==> src/go_back_n_sender_window_defines.svh <==
// Assertion macros for the Go-Back-N sender window block.
// Used by the top level only; expects clk_i and rst_ni in scope.
`ifndef GO_BACK_N_SENDER_WINDOW_DEFINES_SVH
`define GO_BACK_N_SENDER_WINDOW_DEFINES_SVH

// Same-cycle implication, checked outside reset.
`define GBN_ASSERT_IMP(label, ante, cons, msg) \
  label: assert property (@(posedge clk_i) disable iff (!rst_ni) (ante) |-> (cons)) \
    else $error(msg);

// Next-cycle implication, checked outside reset.
`define GBN_ASSERT_NXT(label, ante, cons, msg) \
  label: assert property (@(posedge clk_i) disable iff (!rst_ni) (ante) |=> (cons)) \
    else $error(msg);

`endif

==> src/gbn_pkg.sv <==
// Shared types and constants for the Go-Back-N sender window block.
// No dependencies; used by every module of the block.
package gbn_pkg;

  localparam int unsigned SEQ_W             = 4;  // sequence numbers modulo 16
  localparam int unsigned DUP_ACK_THRESHOLD = 3;
  localparam int unsigned DUP_W             = $clog2(DUP_ACK_THRESHOLD);
  localparam int unsigned QUEUE_DEPTH       = 4;
  localparam logic [SEQ_W-1:0] WINDOW_RESET = SEQ_W'(4);

  typedef enum logic [1:0] {
    CMD_SEND    = 2'd0,
    CMD_ACK     = 2'd1,
    CMD_TIMEOUT = 2'd2,
    CMD_UNUSED  = 2'd3
  } cmd_e;

  typedef enum logic [2:0] {
    ACT_NONE    = 3'd0,
    ACT_SEND    = 3'd1,
    ACT_RESEND  = 3'd2,
    ACT_REFUSED = 3'd3,
    ACT_ACKED   = 3'd4
  } action_e;

  // One queued job: expands into count result items with consecutive seq.
  typedef struct packed {
    action_e          action;
    logic [SEQ_W-1:0] seq;
    logic             tstart;
    logic             tstop;
    logic [SEQ_W-1:0] count;
  } job_t;

  typedef struct packed {
    logic valid;
    job_t job;
  } push_t;

  typedef struct packed {
    logic full;
    logic empty;
  } q_stat_t;

endpackage

==> src/gbn_queue.sv <==
// Small job queue between the front (classifier) and back (emitter).
// Depends on gbn_pkg.
module gbn_queue #(
  parameter int unsigned Depth = gbn_pkg::QUEUE_DEPTH
) (
  input  logic            clk_i,
  input  logic            rst_ni,
  input  gbn_pkg::push_t  push_i,
  input  logic            pop_i,
  output gbn_pkg::q_stat_t stat_o,
  output gbn_pkg::job_t   head_o
);

  localparam int unsigned PtrW = (Depth > 1) ? $clog2(Depth) : 1;
  localparam int unsigned CntW = $clog2(Depth + 1);

  gbn_pkg::job_t mem_q [Depth];
  logic [PtrW-1:0] wr_ptr_q, wr_ptr_d, rd_ptr_q, rd_ptr_d;
  logic [CntW-1:0] count_q, count_d;
  logic do_push, do_pop;

  assign stat_o.full  = (count_q == CntW'(Depth));
  assign stat_o.empty = (count_q == '0);
  assign do_push = push_i.valid && !stat_o.full;
  assign do_pop  = pop_i && !stat_o.empty;
  assign head_o  = mem_q[rd_ptr_q];

  always_comb begin
    wr_ptr_d = wr_ptr_q;
    rd_ptr_d = rd_ptr_q;
    count_d  = count_q;
    if (do_push) begin
      wr_ptr_d = (wr_ptr_q == PtrW'(Depth - 1)) ? '0 : wr_ptr_q + PtrW'(1);
    end
    if (do_pop) begin
      rd_ptr_d = (rd_ptr_q == PtrW'(Depth - 1)) ? '0 : rd_ptr_q + PtrW'(1);
    end
    if (do_push && !do_pop) begin
      count_d = count_q + CntW'(1);
    end else if (do_pop && !do_push) begin
      count_d = count_q - CntW'(1);
    end
  end

  always_ff @(posedge clk_i or negedge rst_ni) begin
    if (!rst_ni) begin
      wr_ptr_q <= '0;
      rd_ptr_q <= '0;
      count_q  <= '0;
    end else begin
      wr_ptr_q <= wr_ptr_d;
      rd_ptr_q <= rd_ptr_d;
      count_q  <= count_d;
    end
  end

  always_ff @(posedge clk_i) begin
    if (do_push) begin
      mem_q[wr_ptr_q] <= push_i.job;
    end
  end

endmodule

==> src/gbn_front.sv <==
// Front end: accepts events, holds window state, turns each event into a job.
// Depends on gbn_pkg.
module gbn_front (
  input  logic                      clk_i,
  input  logic                      rst_ni,
  input  logic                      cfg_valid_i,
  output logic                      cfg_ready_o,
  input  logic [gbn_pkg::SEQ_W-1:0] cfg_data_i,
  input  logic                      in_valid_i,
  output logic                      in_stall_o,
  input  logic [1:0]                cmd_i,
  input  logic [gbn_pkg::SEQ_W-1:0] ack_seq_i,
  input  logic                      ack_valid_i,
  input  gbn_pkg::q_stat_t          q_stat_i,
  output gbn_pkg::push_t            push_o
);

  localparam int unsigned SW = gbn_pkg::SEQ_W;
  localparam int unsigned DW = gbn_pkg::DUP_W;

  logic [SW-1:0] win_q;
  logic [SW-1:0] base_q, base_d, next_q, next_d;
  logic [DW-1:0] dup_q, dup_d;
  logic [DW:0]   dup_sum;
  logic [SW-1:0] outst, ack_off;
  logic          accept;
  gbn_pkg::cmd_e cmd;
  gbn_pkg::job_t job, resend_job;

  assign cfg_ready_o = 1'b1;
  assign in_stall_o  = q_stat_i.full;
  assign accept      = in_valid_i && !q_stat_i.full;
  assign cmd         = gbn_pkg::cmd_e'(cmd_i);
  assign outst       = next_q - base_q;
  assign ack_off     = ack_seq_i - base_q;
  assign dup_sum     = {1'b0, dup_q} + (DW+1)'(1);

  // Retransmission of everything outstanding; a lone no-action item if empty.
  always_comb begin
    resend_job = '{action: gbn_pkg::ACT_NONE, seq: '0, tstart: 1'b0,
                   tstop: 1'b0, count: SW'(1)};
    if (outst != '0) begin
      resend_job = '{action: gbn_pkg::ACT_RESEND, seq: base_q, tstart: 1'b1,
                     tstop: 1'b0, count: outst};
    end
  end

  always_comb begin
    base_d = base_q;
    next_d = next_q;
    dup_d  = dup_q;
    job    = '{action: gbn_pkg::ACT_NONE, seq: '0, tstart: 1'b0,
               tstop: 1'b0, count: SW'(1)};
    unique case (cmd)
      gbn_pkg::CMD_SEND: begin
        if (outst < win_q) begin
          job.action = gbn_pkg::ACT_SEND;
          job.seq    = next_q;
          job.tstart = (outst == '0);
          next_d     = next_q + SW'(1);
        end else begin
          job.action = gbn_pkg::ACT_REFUSED;
        end
      end
      gbn_pkg::CMD_ACK: begin
        if (ack_valid_i) begin
          // duplicate of base - 1 is checked before the window test
          if (ack_seq_i == base_q - SW'(1)) begin
            if (dup_sum >= (DW+1)'(gbn_pkg::DUP_ACK_THRESHOLD)) begin
              dup_d = '0;
              job   = resend_job;
            end else begin
              dup_d = dup_sum[DW-1:0];
            end
          end else if (ack_off < outst) begin
            base_d     = ack_seq_i + SW'(1);
            dup_d      = '0;
            job.action = gbn_pkg::ACT_ACKED;
            job.tstop  = (ack_seq_i + SW'(1) == next_q);
          end
        end
      end
      gbn_pkg::CMD_TIMEOUT: begin
        job = resend_job;
      end
      gbn_pkg::CMD_UNUSED: begin
        job.action = gbn_pkg::ACT_NONE;
      end
      default: begin
        job.action = gbn_pkg::ACT_NONE;
      end
    endcase
  end

  assign push_o.valid = accept;
  assign push_o.job   = job;

  always_ff @(posedge clk_i or negedge rst_ni) begin
    if (!rst_ni) begin
      win_q  <= gbn_pkg::WINDOW_RESET;
      base_q <= '0;
      next_q <= '0;
      dup_q  <= '0;
    end else begin
      if (cfg_valid_i && cfg_ready_o) begin
        win_q <= cfg_data_i;
      end
      if (accept) begin
        base_q <= base_d;
        next_q <= next_d;
        dup_q  <= dup_d;
      end
    end
  end

endmodule

==> src/gbn_back.sv <==
// Back end: walks the head job item by item into the output register.
// Depends on gbn_pkg.
module gbn_back (
  input  logic                      clk_i,
  input  logic                      rst_ni,
  input  gbn_pkg::q_stat_t          q_stat_i,
  input  gbn_pkg::job_t             head_i,
  output logic                      pop_o,
  output logic                      out_valid_o,
  input  logic                      out_stall_i,
  output logic [2:0]                action_o,
  output logic [gbn_pkg::SEQ_W-1:0] seq_out_o,
  output logic                      timer_start_o,
  output logic                      timer_stop_o,
  output logic                      last_o
);

  localparam int unsigned SW = gbn_pkg::SEQ_W;

  logic [SW-1:0]   idx_q, idx_d;
  logic            valid_q, valid_d;
  gbn_pkg::action_e action_q;
  logic [SW-1:0]   seq_q;
  logic            tstart_q, tstop_q, last_q;
  logic            load, is_last;

  assign load    = !q_stat_i.empty && (!valid_q || !out_stall_i);
  assign is_last = (idx_q == head_i.count - SW'(1));
  assign pop_o   = load && is_last;

  always_comb begin
    idx_d   = idx_q;
    valid_d = valid_q;
    if (load) begin
      valid_d = 1'b1;
      idx_d   = is_last ? '0 : idx_q + SW'(1);
    end else if (!out_stall_i) begin
      valid_d = 1'b0;
    end
  end

  always_ff @(posedge clk_i or negedge rst_ni) begin
    if (!rst_ni) begin
      valid_q <= 1'b0;
      idx_q   <= '0;
    end else begin
      valid_q <= valid_d;
      idx_q   <= idx_d;
    end
  end

  always_ff @(posedge clk_i) begin
    if (load) begin
      action_q <= head_i.action;
      seq_q    <= head_i.seq + idx_q;
      tstart_q <= head_i.tstart && (idx_q == '0);
      tstop_q  <= head_i.tstop;
      last_q   <= is_last;
    end
  end

  assign out_valid_o   = valid_q;
  assign action_o      = action_q;
  assign seq_out_o     = seq_q;
  assign timer_start_o = tstart_q;
  assign timer_stop_o  = tstop_q;
  assign last_o        = last_q;

endmodule

==> src/go_back_n_sender_window.sv <==
// Go-Back-N sender window control, top level.
// Depends on gbn_pkg, gbn_front, gbn_queue, gbn_back and the defines header.
//
// Usage:
//   Events enter on the in channel (cmd_i, ack_seq_i, ack_valid_i) with
//   in_valid_i / in_stall_o. Results leave on the out channel (action_o,
//   seq_out_o, timer_start_o, timer_stop_o, last_o) with out_valid_o /
//   out_stall_i; last_o marks the final item of each event.
//   window_size is written through cfg_valid_i / cfg_ready_o / cfg_data_i
//   by the user only while the block is idle; the block does not enforce it.
// Timing:
//   The front classifies an event and updates the window state at the edge
//   that accepts it and queues one job; the back registers the first result
//   once the job reaches the queue head and the output is not stalled. It
//   emits one item per cycle while out_stall_i is low; a retransmission of n
//   outstanding packets yields n items (up to 15). The job queue (QueueDepth
//   entries) lets the front keep accepting while the back is busy; in_stall_o rises when it is full.
// Reset: window base, next sequence number and duplicate count clear,
//   window_size returns to 4, queue and output register empty.
// Receiver stall: the current item holds on the outputs; the queue fills
//   and then stalls the input side.
`include "go_back_n_sender_window_defines.svh"

module go_back_n_sender_window #(
  parameter int unsigned QueueDepth = gbn_pkg::QUEUE_DEPTH
) (
  input  logic                      clk_i,
  input  logic                      rst_ni,
  input  logic                      cfg_valid_i,
  output logic                      cfg_ready_o,
  input  logic [gbn_pkg::SEQ_W-1:0] cfg_data_i,
  input  logic                      in_valid_i,
  output logic                      in_stall_o,
  input  logic [1:0]                cmd_i,
  input  logic [gbn_pkg::SEQ_W-1:0] ack_seq_i,
  input  logic                      ack_valid_i,
  output logic                      out_valid_o,
  input  logic                      out_stall_i,
  output logic [2:0]                action_o,
  output logic [gbn_pkg::SEQ_W-1:0] seq_out_o,
  output logic                      timer_start_o,
  output logic                      timer_stop_o,
  output logic                      last_o
);

  gbn_pkg::push_t   push;
  gbn_pkg::q_stat_t q_stat;
  gbn_pkg::job_t    head;
  logic             pop;

  gbn_front u_front (
    .clk_i       (clk_i),
    .rst_ni      (rst_ni),
    .cfg_valid_i (cfg_valid_i),
    .cfg_ready_o (cfg_ready_o),
    .cfg_data_i  (cfg_data_i),
    .in_valid_i  (in_valid_i),
    .in_stall_o  (in_stall_o),
    .cmd_i       (cmd_i),
    .ack_seq_i   (ack_seq_i),
    .ack_valid_i (ack_valid_i),
    .q_stat_i    (q_stat),
    .push_o      (push)
  );

  gbn_queue #(
    .Depth (QueueDepth)
  ) u_queue (
    .clk_i  (clk_i),
    .rst_ni (rst_ni),
    .push_i (push),
    .pop_i  (pop),
    .stat_o (q_stat),
    .head_o (head)
  );

  gbn_back u_back (
    .clk_i         (clk_i),
    .rst_ni        (rst_ni),
    .q_stat_i      (q_stat),
    .head_i        (head),
    .pop_o         (pop),
    .out_valid_o   (out_valid_o),
    .out_stall_i   (out_stall_i),
    .action_o      (action_o),
    .seq_out_o     (seq_out_o),
    .timer_start_o (timer_start_o),
    .timer_stop_o  (timer_stop_o),
    .last_o        (last_o)
  );

  // every queued job yields at least one item
  `GBN_ASSERT_IMP(a_job_nonempty, push.valid, push.job.count != '0,
                  "queued job with zero items")

  // a retransmission burst continues without a gap, seq counting up
  `GBN_ASSERT_NXT(a_resend_burst,
                  out_valid_o && !out_stall_i && !last_o && action_o == gbn_pkg::ACT_RESEND,
                  out_valid_o && action_o == gbn_pkg::ACT_RESEND &&
                  seq_out_o == $past(seq_out_o) + gbn_pkg::SEQ_W'(1),
                  "retransmission burst broken")

  // the timer is never started and stopped by the same item
  `GBN_ASSERT_IMP(a_timer_excl, out_valid_o, !(timer_start_o && timer_stop_o),
                  "timer start and stop together")

endmodule
==> config.mk <==
export PLATFORM = sky130hd
export DESIGN_NAME = go_back_n_sender_window
export DESIGN_NICKNAME = d
export VERILOG_FILES = /design/src/gbn_pkg.sv /design/src/gbn_queue.sv /design/src/gbn_front.sv /design/src/gbn_back.sv /design/src/go_back_n_sender_window.sv
export VERILOG_INCLUDE_DIRS = /design/src /design/src/src
export SDC_FILE = /design/constraint.sdc
export NUM_CORES = 1
export LEC_CHECK = 0
export ABC_AREA = 0
export BUFFER_PORTS_ARGS = -buffer_cell sky130_fd_sc_hd__buf_4
export CORE_MARGIN = 1.5
export CORE_UTILIZATION = 40
export CTS_CLUSTER_DIAMETER = 200
export DETAILED_ROUTE_END_ITERATION = 10
export GPL_ROUTABILITY_DRIVEN = 1
export HOLD_SLACK_MARGIN = 0.06
export SLEW_MARGIN = 30
export SYNTH_ARGS = -nofsm -noshare
export SYNTH_HDL_FRONTEND = slang
export SYNTH_SLANG_ARGS = --single-unit
==> constraint.sdc <==
create_clock -name clk_i -period 4.4 [get_ports clk_i]
set_input_delay 0.44 -clock clk_i [delete_from_list [all_inputs] [get_ports clk_i]]
set_output_delay 0.44 -clock clk_i [all_outputs]
set_load 0.01 [all_outputs]
# Word-level counts from Yosys, hierarchy flattened
# Memory sizes are Yosys's and may differ from the RTL's.
# Index checks and enable logic that the tools add are counted.
# op_classes
reduce_logical,25
mux,26
multipliers,0
n_lt_le_gt_ge,3
bitwise,1
div,0
shift,0
add_sub_neg,13
n_eq_ne,10
# op_table
operator,count
$mux W13,2
$pmux W5 S3,1
$add A4 B1 Y4 const B,3
$eq A4 B4 Y1,3
$mux W12,1
$mux W2,6
$mux W3,4
$pmux W3 S4,1
$mux W5,2
$pmux W5 S2,1
$eq A2 B2 Y1 const B,4
$logic_and A1 B1 Y1,8
$logic_not A4 Y1,2
$lt A4 B4 Y1,2
$mux W4,2
$sub A4 B1 Y4 const B,2
$sub A4 B4 Y4,2
$logic_not A1 Y1,6
$mux W1,6
$reduce_and A5 Y1,1
$add A2 B1 Y2 const B,2
$add A4 B4 Y4,1
$reduce_and A4 Y1,1
$reduce_bool A2 Y1,2
13 further kinds,13
# totals
memories,1
ram_bits,52
mem_bits_ro,0
register_bits,36
latchBits,0
# mem_list
name,words,word_bits,rd,rd_ports_with_merged_regs,write_ports,line,source
u_queue.mem_q,4,13,1,0,1,gbn_queue.sv:17,gbn_pkg::job_t mem_q [Depth];

# Longest topological paths before layout
# logic_depth
word_depth,8
depth_mapped,14
depth_no_buf,13

# Cells and area by module
# A second synthesis with hierarchy kept.
# unflattened
cells_unflattened,309
area_unflattened_um2,4476.8
# by_module_without_submodules
module,area_per_inst_um2,n_inst,cells_per_inst
gbn_queue,2318.5,1,105
gbn_front,1367.6,1,142
gbn_back,790.8,1,62

# Worst setup path before layout
# No wires, ideal clock.
# synth_timing
path_kind,register to register
from,register u_queue.rd_ptr_q[0]
to,register u_queue.count_q[1]
path_stages_with_launch,12
path_buffers,1
arrival_ns,2.908
synth_period_minus_slack_ns,3.032
required_time_ns,4.275
setup_ns,0.125
slack_ns,1.368
path_cell_list,dfrtp_1 -> buf_6 -> mux4_2 -> inv_1 -> ha_1 -> xnor2_1 -> nor4_4 -> nand2_2 -> ha_1 -> inv_1 -> fa_1 -> mux2_2
# synth_between
elab_chain_len,8
word_cells_on_any_way,10
cone_classes,1 x add/sub; 1 x eq/ne; 1 x mux; 6 x reduce/logical; 1 x memory
# synth_lines
item,line,source
start: declaration,gbn_queue.sv:18,"logic [PtrW-1:0] wr_ptr_q, wr_ptr_d, rd_ptr_q, rd_ptr_d;"
start signal: assignment,gbn_queue.sv:52,rd_ptr_q <= rd_ptr_d;
$mem_v2 Z4 W13,-,
$sub A4 B1 Y4,gbn_back.sv:28,assign is_last = (idx_q == head_i.count - SW'(1));
$eq A4 B4 Y1,gbn_back.sv:28,
net u_back.is_last,gbn_back.sv:25,"logic load, is_last;"
$logic_and A1 B1 Y1,gbn_back.sv:29,assign pop_o = load && is_last;
$logic_and A1 B1 Y1,gbn_queue.sv:25,assign do_pop = pop_i && !stat_o.empty;
$logic_not A1 Y1,gbn_queue.sv:38,if (do_push && !do_pop) begin
$logic_and A1 B1 Y1,gbn_queue.sv:38,
$mux W3,gbn_queue.sv:38,
net u_queue.count_d[1],gbn_queue.sv:19,"logic [CntW-1:0] count_q, count_d;"
end signal: assignment,gbn_queue.sv:53,count_q <= count_d;
end: declaration,gbn_queue.sv:19,
# The timed path passes the listed nets, and every way through them passes these cells.
# A chain may end at the register's enable or synchronous reset.

# Final worst setup path
# Same ends and word-level chain as after synthesis.

==> results.json <==
{
  "outcome": "finished, final reports clean",
  "die_w_um": 108,
  "core_area_mm2": 0.0107,
  "fin_crit_sh_pct": 79.7,
  "fin_util_pct": 45.7,
  "cts_buffers": 9,
  "arrival_ns": 3.75,
  "grtUsageMet2_pct": 23.7,
  "criticalPathCategory": "reg2reg",
  "clock-skew-final_ns": 0.00940,
  "synth_fp_nets": 362,
  "grt_pass1_vias": 2488,
  "finalSetupViolCount": 0,
  "synth_top_cell_area_share_pct": 42.5,
  "synth_flop_cell": "edfxtp_1",
  "clock_path_buffers": 2,
  "hold_viol": 0,
  "gr-total-overflow": 0,
  "via_per_inst": 4.98,
  "grtUsageMet1_pct": 18.9,
  "grt_setup_unrepaired": "no",
  "portBuffers": 27,
  "drt_drc_violations_left": 0,
  "hold_ws_ns": 0.278,
  "met3_usage_pct": 4.30,
  "power_density_mw_per_mm2": 716,
  "chipHeight_um": 108,
  "layout-drive-gt1-share_pct": 17.9,
  "final_nets": 393,
  "final.setup.tns_ns": 0,
  "ys_ff_latch": 88,
  "synth_edf_count": 62,
  "seq_area_mm2": 0.00251,
  "crit_path_max_fanout": 10,
  "max_freq_ghz": 0.285,
  "post_drt_wl_per_cell_um": 15.7,
  "critPathCaptureType": "flip-flop",
  "slew_headroom_pct": 53.3,
  "fillers": 967,
  "start_util_pct": 40.7,
  "layout_min_cycle_time_ns": 3.51,
  "clock_latency_ns": 0.35,
  "cp.required_ns": 4.64,
  "dieArea_mm2": 0.0116,
  "grt_pass1_wl_um": 12600,
  "cts_setup_buffers": 0,
  "grt_most_used_layer": "met2",
  "n_antenna_cell": 0,
  "synthTopCellsByArea": "edfxtp_1 (43%), dfrtp_1 (14%), ha_1 (8.9%)",
  "power.total_mw": 3.51,
  "avgSynthCellArea_um2": 14.1,
  "startpoint_type": "flip-flop",
  "syn_area_mm2": 0.00438,
  "clk_root_buffer_cell": "clkbuf_8",
  "pin_count": 29,
  "ant_nets": 0,
  "std_cell_rows": 38,
  "multiInputGateArea_mm2": 0.00171,
  "htreeDepth": 3,
  "tightest_slew_ns": 0.700,
  "vdd_drop_max_mv": 0.322,
  "cts_sinks": 88,
  "leakage_nw": 1.98,
  "antenna_found_initial": 0,
  "grt_max_degree": 27,
  "grt.total_usage_pct": 14.8,
  "drv_cap": 0,
  "yosysSeqAreaShare_pct": 57.4,
  "gp_congestion": 0.828,
  "yosysWarnings": 0,
  "synth_cell_types": 48,
  "post_cts_resized": 0,
  "synth_cells": 311,
  "num_vias": 2426,
  "yosysTopAreaCell": "edfxtp_1",
  "areaGrowthSynthToFinish_pct": 12.1,
  "dp_hpwl_um": 5600,
  "wl_um": 7660,
  "hp-class": "in2reg",
  "cts_tree": "built",
  "drt_pre_antenna_iters": 4,
  "slew_violations": 0,
  "drt_iter0_markers": 124,
  "ys_async_sr_fraction_pct": 29.5,
  "cts.clk_slew.worst_paths_ns": 0.08
}
[through the flow]
stage          worst slack, ns  std cells  cell area [um2]
6_report                 0.891        487             4910
3_5_place_dp             0.829        470             4720
3_3_place_gp             0.927        470             4720
5_1_grt                  0.688        487             4910
4_1_cts                  0.814        487             4910
2_1_floorplan             1.37        311             4380
[power by group]
group,total (mW),internal (mW),leakage [nW],switching [mW]
Combinational,1.57,0.732,1.00,0.842
Sequential,1.41,1.21,0.895,0.201
Clock,0.524,0.260,0.0880,0.264
Total,3.51,2.21,1.98,1.31
[final timing paths]
| check | start | to | slack, ns | depth (start not counted) |
|---|---|---|---|---|
| worst max-delay path | u_queue.rd_ptr_q[0]$_DFFE_PN0P_ | u_queue.count_q[1]$_DFFE_PN0P_ | 0.89 | 10 |
| worst min-delay path | cfg_valid_i | u_front.win_q[2]$_DFFE_PN1P_ | 0.28 | 2 |
| worst max register to register | u_queue.rd_ptr_q[0]$_DFFE_PN0P_ | u_queue.count_q[1]$_DFFE_PN0P_ | 0.89 | 10 |
| worst min register to register | u_queue.count_q[2]$_DFFE_PN0P_ | u_queue.count_q[2]$_DFFE_PN0P_ | 0.50 | 1 |
| max in group asynchronous | rst_ni | u_front.win_q[2]$_DFFE_PN1P_ | 3.53 | 2 |
| min in group asynchronous | rst_ni | u_queue.count_q[0]$_DFFE_PN0P_ | 0.55 | 2 |
[cell families (layout without fill, tap and decap cells)]
family | Yosys count | in the layout | synth area share (%)
DFF | 88 | 88 | 57.4
other | 1 | 1 | 0.0857
adders and majority gates | 35 | 35 | 10.7
muxes | 23 | 23 | 9.23
AOI/OAI and AO/OA | 38 | 38 | 5.86
xor gates and xnor gates | 30 | 30 | 6.00
buffers and inverters | 39 | 75 | 3.60
and+or+nand+nor | 57 | 57 | 7.09
[placed cells by master, fill, tap and decap left out, drive strengths merged, types with 2 or more instances in the layout]
master	netlist	final
mux2	9	9
xnor2	19	19
nand2	14	14
o21a	2	2
nand2b	2	2
dfrtp	25	25
nor4	2	2
clkinv	1	3
nor2	12	12
o21ai	12	12
a21o	6	6
ha	31	31
inv	29	29
nand4	3	3
nand3	4	4
mux4	13	13
edfxtp	62	62
a22o	5	5
a21oi	6	6
fa	4	4
clkbuf	7	12
nor3	6	6
and3	7	7
buf	2	28
xor2	11	11
[worst max-delay path: stages, from the launching register on]
cell	delay [ns]
dfrtp_1	0.71
mux4_2	0.63
inv_1	0.08
ha_1	0.23
xnor2_1	0.16
nor4_4	0.45
nand2_2	0.14
ha_1	0.25
inv_1	0.08
fa_1	0.39
mux2_2	0.26
[cell usage after synthesis, types with 2 or more instances]
library cell  number
o21a_1             2
o21ai_1            8
nand4_1            3
nor2_1            12
mux4_2            13
and3_1             7
a21o_1             6
nand2_1           13
mux2_2             3
o21ai_0            4
dfrtp_1           25
a21oi_1            6
nor3_1             5
inv_1             29
a22o_1             5
mux2_1             6
xor2_1            11
nand2b_1           2
ha_1              31
clkbuf_1           7
nand3_1            4
xnor2_1           19
fa_1               4
edfxtp_1          62
[state kept, by name (all words and copies together) (netlist names), 3 cells and up]
| register | cells |
|---|---|
| u_back.action_o | 3 |
| u_back.idx_q | 4 |
| u_back.seq_out_o | 4 |
| u_front.base_q | 4 |
| u_front.next_q | 4 |
| u_front.win_q | 4 |
| u_queue.count_q | 3 |
| u_queue.mem_q | 52 |
[layout make-up]
type	instances	share of cell area [%]
Clock buffer	12	2.75
Timing Repair Buffer	29	4.49
Inverter	30	2.29
Multi-Input combinational cell	184	34.7
Sequential cell	88	51.2
Tap cell	140	3.57
Clock inverter	4	0.943
[routing by layer]
layer	wire, um	up-vias
met2	3690	53
met4	193	0
li1	-	1184
met1	3480	1175
met3	289	14
met5	0	-
[what timing repair did]
| action | in CTS | in global routing |
|---|---|---|
| hold endpoints to repair | 25 | 0 |
| hold buffers | 1 | 0 |
| setup endpoints to repair | 0 | 0 |
No activity file was read; power rests on OpenSTA's default activity.
